<file path="src/rtl/sha256d_pkg.sv">
package sha256d_pkg;

    localparam int unsigned S_TDATA_W = 8;
    localparam int unsigned M_TDATA_W = 40;
    localparam int unsigned WORD_W    = 32;
    localparam int unsigned IDX_W     = 3;

    localparam logic       ACT_ABSORB = 1'b0;
    localparam logic       ACT_FINISH = 1'b1;
    localparam logic [7:0] PAD_MARK   = 8'h80;
    localparam logic [5:0] LEN_POS    = 6'd56;
    localparam logic [5:0] LAST_POS   = 6'd63;
    localparam logic [5:0] SCHED_POS  = 6'd16;
    localparam logic [2:0] LAST_IDX   = 3'd7;

    typedef enum logic [4:0] {
        S_IDLE  = 5'b00001,
        S_PAD   = 5'b00010,
        S_ROUND = 5'b00100,
        S_FOLD  = 5'b01000,
        S_OUT   = 5'b10000
    } state_t;

    typedef logic [7:0][31:0] words8_t;

    function automatic logic [31:0] rotr(input logic [31:0] x, input int unsigned n);
        return (x >> n) | (x << (32 - n));
    endfunction

    function automatic logic [31:0] small_sig0(input logic [31:0] x);
        return rotr(x, 7) ^ rotr(x, 18) ^ (x >> 3);
    endfunction

    function automatic logic [31:0] small_sig1(input logic [31:0] x);
        return rotr(x, 17) ^ rotr(x, 19) ^ (x >> 10);
    endfunction

    function automatic logic [31:0] big_sig0(input logic [31:0] x);
        return rotr(x, 2) ^ rotr(x, 13) ^ rotr(x, 22);
    endfunction

    function automatic logic [31:0] big_sig1(input logic [31:0] x);
        return rotr(x, 6) ^ rotr(x, 11) ^ rotr(x, 25);
    endfunction

    function automatic logic [31:0] initial_hash(input logic [2:0] i);
        logic [31:0] r;
        case (i)
            3'd0:    r = 32'h6A09E667;
            3'd1:    r = 32'hBB67AE85;
            3'd2:    r = 32'h3C6EF372;
            3'd3:    r = 32'hA54FF53A;
            3'd4:    r = 32'h510E527F;
            3'd5:    r = 32'h9B05688C;
            3'd6:    r = 32'h1F83D9AB;
            default: r = 32'h5BE0CD19;
        endcase
        return r;
    endfunction

    function automatic logic [31:0] round_k(input logic [5:0] t);
        logic [31:0] r;
        case (t)
            6'd0:    r = 32'h428A2F98;
            6'd1:    r = 32'h71374491;
            6'd2:    r = 32'hB5C0FBCF;
            6'd3:    r = 32'hE9B5DBA5;
            6'd4:    r = 32'h3956C25B;
            6'd5:    r = 32'h59F111F1;
            6'd6:    r = 32'h923F82A4;
            6'd7:    r = 32'hAB1C5ED5;
            6'd8:    r = 32'hD807AA98;
            6'd9:    r = 32'h12835B01;
            6'd10:   r = 32'h243185BE;
            6'd11:   r = 32'h550C7DC3;
            6'd12:   r = 32'h72BE5D74;
            6'd13:   r = 32'h80DEB1FE;
            6'd14:   r = 32'h9BDC06A7;
            6'd15:   r = 32'hC19BF174;
            6'd16:   r = 32'hE49B69C1;
            6'd17:   r = 32'hEFBE4786;
            6'd18:   r = 32'h0FC19DC6;
            6'd19:   r = 32'h240CA1CC;
            6'd20:   r = 32'h2DE92C6F;
            6'd21:   r = 32'h4A7484AA;
            6'd22:   r = 32'h5CB0A9DC;
            6'd23:   r = 32'h76F988DA;
            6'd24:   r = 32'h983E5152;
            6'd25:   r = 32'hA831C66D;
            6'd26:   r = 32'hB00327C8;
            6'd27:   r = 32'hBF597FC7;
            6'd28:   r = 32'hC6E00BF3;
            6'd29:   r = 32'hD5A79147;
            6'd30:   r = 32'h06CA6351;
            6'd31:   r = 32'h14292967;
            6'd32:   r = 32'h27B70A85;
            6'd33:   r = 32'h2E1B2138;
            6'd34:   r = 32'h4D2C6DFC;
            6'd35:   r = 32'h53380D13;
            6'd36:   r = 32'h650A7354;
            6'd37:   r = 32'h766A0ABB;
            6'd38:   r = 32'h81C2C92E;
            6'd39:   r = 32'h92722C85;
            6'd40:   r = 32'hA2BFE8A1;
            6'd41:   r = 32'hA81A664B;
            6'd42:   r = 32'hC24B8B70;
            6'd43:   r = 32'hC76C51A3;
            6'd44:   r = 32'hD192E819;
            6'd45:   r = 32'hD6990624;
            6'd46:   r = 32'hF40E3585;
            6'd47:   r = 32'h106AA070;
            6'd48:   r = 32'h19A4C116;
            6'd49:   r = 32'h1E376C08;
            6'd50:   r = 32'h2748774C;
            6'd51:   r = 32'h34B0BCB5;
            6'd52:   r = 32'h391C0CB3;
            6'd53:   r = 32'h4ED8AA4A;
            6'd54:   r = 32'h5B9CCA4F;
            6'd55:   r = 32'h682E6FF3;
            6'd56:   r = 32'h748F82EE;
            6'd57:   r = 32'h78A5636F;
            6'd58:   r = 32'h84C87814;
            6'd59:   r = 32'h8CC70208;
            6'd60:   r = 32'h90BEFFFA;
            6'd61:   r = 32'hA4506CEB;
            6'd62:   r = 32'hBEF9A3F7;
            default: r = 32'hC67178F2;
        endcase
        return r;
    endfunction

endpackage

</file>
<file path="src/rtl/sha256_digest.sv">
// sha256_digest: sha-256 hash of a byte message
//
// input stream (s_*): one transaction per message item. s_tuser = 0 absorbs the
// byte in s_tdata, s_tuser = 1 finishes the message (s_tdata ignored).
// output stream (m_*): eight transactions per finished message, hash words
// 0..7 in order, word index beside the word, m_tlast on word 7.
//
// the 64th byte of a block starts the compression: 64 rounds on one shared
// round unit, one round per cycle, then a fold of the result into the hash;
// s_tready is low throughout. a finish feeds the padding bytes through the
// same byte path, one per cycle: with f bytes in the open block, f < 56 pads
// and compresses one block, f >= 56 two blocks, before word 0 appears.
// the digest words are held in an output register; while the receiver stalls
// the current word holds and no new message item is taken. after word 7 the
// block is back at the initial hash with an empty message.
// reset clears the hash to its initial values, the byte and length counters to
// zero, and leaves the block ready for the first item.
module sha256_digest (
    input  logic                                clk,
    input  logic                                rst_n,
    input  logic                                s_tvalid,
    output logic                                s_tready,
    input  logic [sha256d_pkg::S_TDATA_W-1:0]   s_tdata,   // data_byte
    input  logic                                s_tuser,   // action
    output logic                                m_tvalid,
    input  logic                                m_tready,
    output logic [sha256d_pkg::M_TDATA_W-1:0]   m_tdata,   // digest_word, word_index
    output logic                                m_tlast    // last_word
);

    import sha256d_pkg::*;

    state_t       state_reg,  state_next;
    logic [511:0] win_reg,    win_next;
    words8_t      v_reg,      v_next;
    words8_t      hash_reg,   hash_next;
    logic [5:0]   fill_reg,   fill_next;
    logic [60:0]  total_reg,  total_next;
    logic [63:0]  len_reg,    len_next;
    logic [5:0]   round_reg,  round_next;
    logic [2:0]   idx_reg,    idx_next;
    logic         pad_reg,    pad_next;
    logic         len_ok_reg, len_ok_next;
    logic         first_reg,  first_next;

    logic         take_byte;
    logic [7:0]   byte_val;
    logic         len_byte;
    logic [31:0]  w_val;
    logic [31:0]  t1;
    logic [31:0]  t2;
    logic [31:0]  choose;
    logic [31:0]  major;

    assign s_tready = (state_reg == S_IDLE);
    assign m_tvalid = (state_reg == S_OUT);
    assign m_tdata  = {5'b0, idx_reg, hash_reg[0]};
    assign m_tlast  = (idx_reg == LAST_IDX);

    // round unit
    always_comb
    begin
        if (round_reg < SCHED_POS)
        begin
            w_val = win_reg[511:480];
        end
        else
        begin
            w_val = win_reg[511:480] + small_sig0(win_reg[479:448])
                  + win_reg[223:192] + small_sig1(win_reg[63:32]);
        end
        choose = (v_reg[4] & v_reg[5]) ^ (~v_reg[4] & v_reg[6]);
        major  = (v_reg[0] & v_reg[1]) ^ (v_reg[0] & v_reg[2]) ^ (v_reg[1] & v_reg[2]);
        t1     = v_reg[7] + big_sig1(v_reg[4]) + choose + round_k(round_reg) + w_val;
        t2     = big_sig0(v_reg[0]) + major;
    end

    assign len_byte = !first_reg && len_ok_reg && (fill_reg >= LEN_POS);

    always_comb
    begin
        state_next  = state_reg;
        win_next    = win_reg;
        v_next      = v_reg;
        hash_next   = hash_reg;
        fill_next   = fill_reg;
        total_next  = total_reg;
        len_next    = len_reg;
        round_next  = round_reg;
        idx_next    = idx_reg;
        pad_next    = pad_reg;
        len_ok_next = len_ok_reg;
        first_next  = first_reg;
        take_byte   = 1'b0;
        byte_val    = s_tdata;

        case (state_reg)
            S_IDLE:
            begin
                if (s_tvalid)
                begin
                    if (s_tuser == ACT_ABSORB)
                    begin
                        take_byte  = 1'b1;
                        total_next = total_reg + 61'd1;
                    end
                    else
                    begin
                        len_next    = {total_reg, 3'b000};
                        total_next  = '0;
                        pad_next    = 1'b1;
                        first_next  = 1'b1;
                        len_ok_next = (fill_reg < LEN_POS);
                        state_next  = S_PAD;
                    end
                end
            end
            S_PAD:
            begin
                take_byte  = 1'b1;
                first_next = 1'b0;
                if (first_reg)
                begin
                    byte_val = PAD_MARK;
                end
                else if (len_byte)
                begin
                    byte_val = len_reg[63:56];
                    len_next = {len_reg[55:0], 8'h00};
                end
                else
                begin
                    byte_val = 8'h00;
                end
            end
            S_ROUND:
            begin
                win_next   = {win_reg[479:0], w_val};
                v_next[7]  = v_reg[6];
                v_next[6]  = v_reg[5];
                v_next[5]  = v_reg[4];
                v_next[4]  = v_reg[3] + t1;
                v_next[3]  = v_reg[2];
                v_next[2]  = v_reg[1];
                v_next[1]  = v_reg[0];
                v_next[0]  = t1 + t2;
                round_next = round_reg + 6'd1;
                if (round_reg == LAST_POS)
                begin
                    state_next = S_FOLD;
                end
            end
            S_FOLD:
            begin
                for (int i = 0; i < 8; i++)
                begin
                    hash_next[i] = hash_reg[i] + v_reg[i];
                end
                if (!pad_reg)
                begin
                    state_next = S_IDLE;
                end
                else if (len_ok_reg)
                begin
                    idx_next   = '0;
                    state_next = S_OUT;
                end
                else
                begin
                    len_ok_next = 1'b1;
                    state_next  = S_PAD;
                end
            end
            S_OUT:
            begin
                if (m_tready)
                begin
                    for (int i = 0; i < 7; i++)
                    begin
                        hash_next[i] = hash_reg[i+1];
                    end
                    hash_next[7] = initial_hash(idx_reg);
                    idx_next     = idx_reg + 3'd1;
                    if (idx_reg == LAST_IDX)
                    begin
                        pad_next   = 1'b0;
                        state_next = S_IDLE;
                    end
                end
            end
            default:
            begin
                state_next = S_IDLE;
            end
        endcase

        // shared byte path for message and padding bytes
        if (take_byte)
        begin
            win_next  = {win_reg[503:0], byte_val};
            fill_next = fill_reg + 6'd1;
            if (fill_reg == LAST_POS)
            begin
                v_next     = hash_reg;
                round_next = '0;
                state_next = S_ROUND;
            end
        end
    end

    always_ff @(posedge clk or negedge rst_n)
    begin
        if (!rst_n)
        begin
            state_reg  <= S_IDLE;
            fill_reg   <= '0;
            total_reg  <= '0;
            round_reg  <= '0;
            idx_reg    <= '0;
            pad_reg    <= 1'b0;
            len_ok_reg <= 1'b0;
            first_reg  <= 1'b0;
            for (int i = 0; i < 8; i++)
            begin
                hash_reg[i] <= initial_hash(3'(i));
            end
        end
        else
        begin
            state_reg  <= state_next;
            fill_reg   <= fill_next;
            total_reg  <= total_next;
            round_reg  <= round_next;
            idx_reg    <= idx_next;
            pad_reg    <= pad_next;
            len_ok_reg <= len_ok_next;
            first_reg  <= first_next;
            hash_reg   <= hash_next;
        end
    end

    always_ff @(posedge clk)
    begin
        win_reg <= win_next;
        v_reg   <= v_next;
        len_reg <= len_next;
    end

    // checks
    a_no_overlap: assert property (@(posedge clk) disable iff (!rst_n)
        !(s_tready && m_tvalid))
        else $error("input ready while digest output pending");

    a_round_idle: assert property (@(posedge clk) disable iff (!rst_n)
        (state_reg != S_ROUND) |-> (round_reg == 6'd0))
        else $error("round counter not at zero outside compression");

    a_out_block: assert property (@(posedge clk) disable iff (!rst_n)
        m_tvalid |-> (fill_reg == 6'd0 && pad_reg && len_ok_reg))
        else $error("digest output without a closed final block");

    a_restart: assert property (@(posedge clk) disable iff (!rst_n)
        (m_tvalid && m_tready && m_tlast) |=>
            (s_tready && hash_reg[0] == initial_hash(3'd0) && total_reg == 61'd0))
        else $error("hash not back at initial values after digest");

endmodule
</file>
<file path="config.mk">
export PLATFORM = sky130hd
export DESIGN_NAME = sha256_digest
export DESIGN_NICKNAME = d
export VERILOG_FILES = /design/src/rtl/sha256d_pkg.sv /design/src/rtl/sha256_digest.sv
export SDC_FILE = /design/constraint.sdc
export NUM_CORES = 2
export LEC_CHECK = 0
export BUFFER_PORTS_ARGS = -buffer_cell sky130_fd_sc_hd__buf_2
export CORE_MARGIN = 4
export CORE_UTILIZATION = 62
export DETAILED_ROUTE_END_ITERATION = 10
export GPL_TIMING_DRIVEN = 1
export PLACE_DENSITY = 0.84
export SETUP_SLACK_MARGIN = 0.02
export SLEW_MARGIN = 25
export SYNTH_ARGS = -nofsm -noshare
export SYNTH_HDL_FRONTEND = slang
export SYNTH_SLANG_ARGS = --single-unit
</file>
<file path="constraint.sdc">
create_clock -name clk -period 18.9 [get_ports clk]
set_input_delay 0.945 -clock clk [delete_from_list [all_inputs] [get_ports clk]]
set_output_delay 0.945 -clock clk [all_outputs]
set_load 0.02 [all_outputs]
</file>
==> results.md <==
* Reg2reg setup slack at ~7.7 ns
* Nature of the critical path startpoint: flop
* Reg2reg end: v_reg[28]$_DFF_P_
* I/O pin total at 56
* Drt first pass iters at 6
* Share of layout cells above drive strength 1 at 7.02%
* Final ANT Viol Nets at 0
* Final WL at roughly 250 mm
* Height of the die at 365 um
* Critical Path Max Stage Delay at around 0.76 ns
* Cell Rows at 130
* Via count at 68,200
* Clk Latency, worst-skew pair at 0.78 ns
* Synth Register Bits at 1,169
* First-pass GRT wire length at 377 mm
* Buffers on Ports at 50
* Starting Density at 62.6%
* Required @ worst endpoint at 19.52 ns
* Async SR Flop Fraction at around 29%
* Post_cts resized at 0
* Fmax at 89.3 MHz
* Clock Path Buffers at 3
* Root buffer cell: clkbuf_16
* Final hold vios at 0
* WL/cell at approximately 23 um
* Area share of the leading cell type in the synthesized netlist at a little over a fifth
* Finish-stage setup viols at 0
* Num Clock Sinks at roughly 1,200
* Worst path most repeated cell: fa_1
* Die ar. at between 100,000 and 150,000 um^2
* Synth warn at 0
* GPL Wtd Cong at between 1 and 1.5
* Core area at 126,000 um^2
* Most used DFF post-synth: edfxtp_1
* Worst-path maximum fanout at 5
* Largest net degree at the start of global routing at around 200
* Top cell type by total area after synthesis: edfxtp_1
* Post-synthesis sequential area ratio at 39.2%
* Buffer and inverter count on the worst path at 5
* Worst EP arrival at 11.81 ns
* Tcrit/Tclk final at between 50% and 60%
* Final core occ at 66.8%
* Synth Instances at 9,321
* Slew Viols, Final at 0
* Grt total ovfl at 0
* Number of fill cells at around 10,000
* Synth unique cells at 98
* Post-synth EDFFs at 573
* Hold buffer count at CTS at 0
* H-tree levels at 4
* Status: finished clean
* CP max-delay cell: o31ai_1
* Slew @ Worst Pin at 1.22 ns
* Final min period at between 10 and 15 ns
* NumNets Final at between 9,000 and 10,000
* CP Class: reg2reg
* Area Growth Syn to Fin at 6.68%
* Slew margin rel. at 18.6%
* Clock Skew at roughly 0.033 ns
* # Post-CTS Setup Buffers at 0
* Worst-path clk slew at 0.06 ns
* Worst hold path type: in2async
* Total GRT Usage at 36.5%
* DR iter-0 viols at around 8,000
* Worst hold slack at between 0.15 and 0.2 ns
* Most frequent cells in the layout: 2,234 x nand2_1, 726 x nor2_1, 611 x o21ai_0
* Vias in the first global route at 64,400
* Final Non-Filler Cells at ~11,000
* Reg2Reg Depth at 41
* Max reg flops at 512
* Most frequent standard cell in the layout excluding fill and tap cells: nand2_1
* Die span in x at 365 um
* RSZ-0062 raised after global routing: no
* Start of the worst register-to-register path: win_reg[456]$_DFFE_PP_
* Fin Setup TNS at 0 ns
* Synth area leaders: edfxtp_1 22%, nand2_1 11%, ha_1 6.6%
* Placed Instances at ~11,000
* DRC viols at 0
* Hpwl dp at about 180 mm
* Mapped cell area at 79,100 um^2
* Vias per cell at about 6.3
* CTS Buf Count at 133
* Max cap viols at 0
* CTS tree: built
* Delay-heaviest family, CP: compound AO/OA/AOI/OAI gates
* Critical Path End Type: flop
* Syn Area/Cell at about 8.5 um^2
* Initial antenna violation count at 5
[synthesized netlist by cell type (97+ instances only)]
master / count
nor2_1: 730
o21ai_0: 618
mux2_2: 97
edfxtp_1: 573
dfstp_2: 137
a21o_1: 205
dfrtp_1: 203
dfxtp_1: 256
nand2_1: 2238
a31oi_1: 294
ha_1: 417
clkbuf_1: 515
a21oi_1: 610
fa_1: 197
xor2_1: 238
inv_1: 442
xnor2_1: 336
nor3_1: 98
[cell families after synthesis]
group                    share of synthesized area [%]
adder cells (fa/ha/maj)                           11.6
AND/OR/NAND/NOR                                   18.8
flip-flops                                        39.2
multiplexers                                      2.18
buffers and inverters                             5.14
AO/OA/AOI/OAI                                     16.7
other                                          0.00474
XOR/XNOR                                          6.36
[worst reg2reg max path, delay by kind of cell, from the launching register on]
kind | cells | cell delay (ns)
DFF | 1 | 0.48
xor gates and xnor gates | 4 | 0.92
buffers and inverters | 5 | 0.38
and+or+nand+nor | 5 | 0.69
adders and majority gates | 10 | 4.14
AOI/OAI and AO/OA | 17 | 4.45
[final cells by class]
type,count,area (um^2),area share (%)
well taps,1650,2060,2.45
diodes,7,17.5,0.0208
inverters,444,1670,1.98
clock buffers,182,3820,4.53
multi-input cells,7111,44100,52.3
flip-flops and latches,1169,31000,36.8
repair buffers,136,1030,1.22
clock inverters,61,632,0.749
[per-stage QoR]
stage          instance area [um^2]  worst slack (ns)
2_1_floorplan                 79100              4.57
3_3_place_gp                  79800              8.04
3_5_place_dp                  79800              7.92
4_1_cts                       84300              7.89
5_1_grt                       84300              7.16
6_report                      84400              7.70
[how the worst max path moves through the flow]
| stage | startpoint | endpoint | slack, ns | cells past startpoint |
|---|---|---|---|---|
| 3_5_place_dp | win_reg[457]$_DFFE_PP_ | v_reg[28]$_DFF_P_ | 7.92 | 43 |
| 5_1_grt | win_reg[453]$_DFFE_PP_ | v_reg[29]$_DFF_P_ | 7.16 | 43 |
| 3_3_place_gp | win_reg[456]$_DFFE_PP_ | v_reg[29]$_DFF_P_ | 8.04 | 41 |
| 4_1_cts | win_reg[457]$_DFFE_PP_ | v_reg[28]$_DFF_P_ | 7.89 | 43 |
| 2_1_floorplan | state_reg[3]$_DFF_PN0_ | win_reg[0]$_DFFE_PP_ | 4.57 | 12 |
| 6_report | win_reg[456]$_DFFE_PP_ | v_reg[28]$_DFF_P_ | 7.70 | 41 |
[layer usage]
metal | vias to the layer above | track usage, % | part of all wire (%)
met2 | 3274 | 58.3 | 46
met3 | 781 | 6.85 | 8.1
li1 | 31200 | - | -
met5 | - | 0 | 0.011
met1 | 32900 | 47.1 | 40
met4 | 4 | 20.0 | 6.4
Power is not shown: default switching activity piles up to over one toggle a cycle in this logic, so the estimate is an artifact.
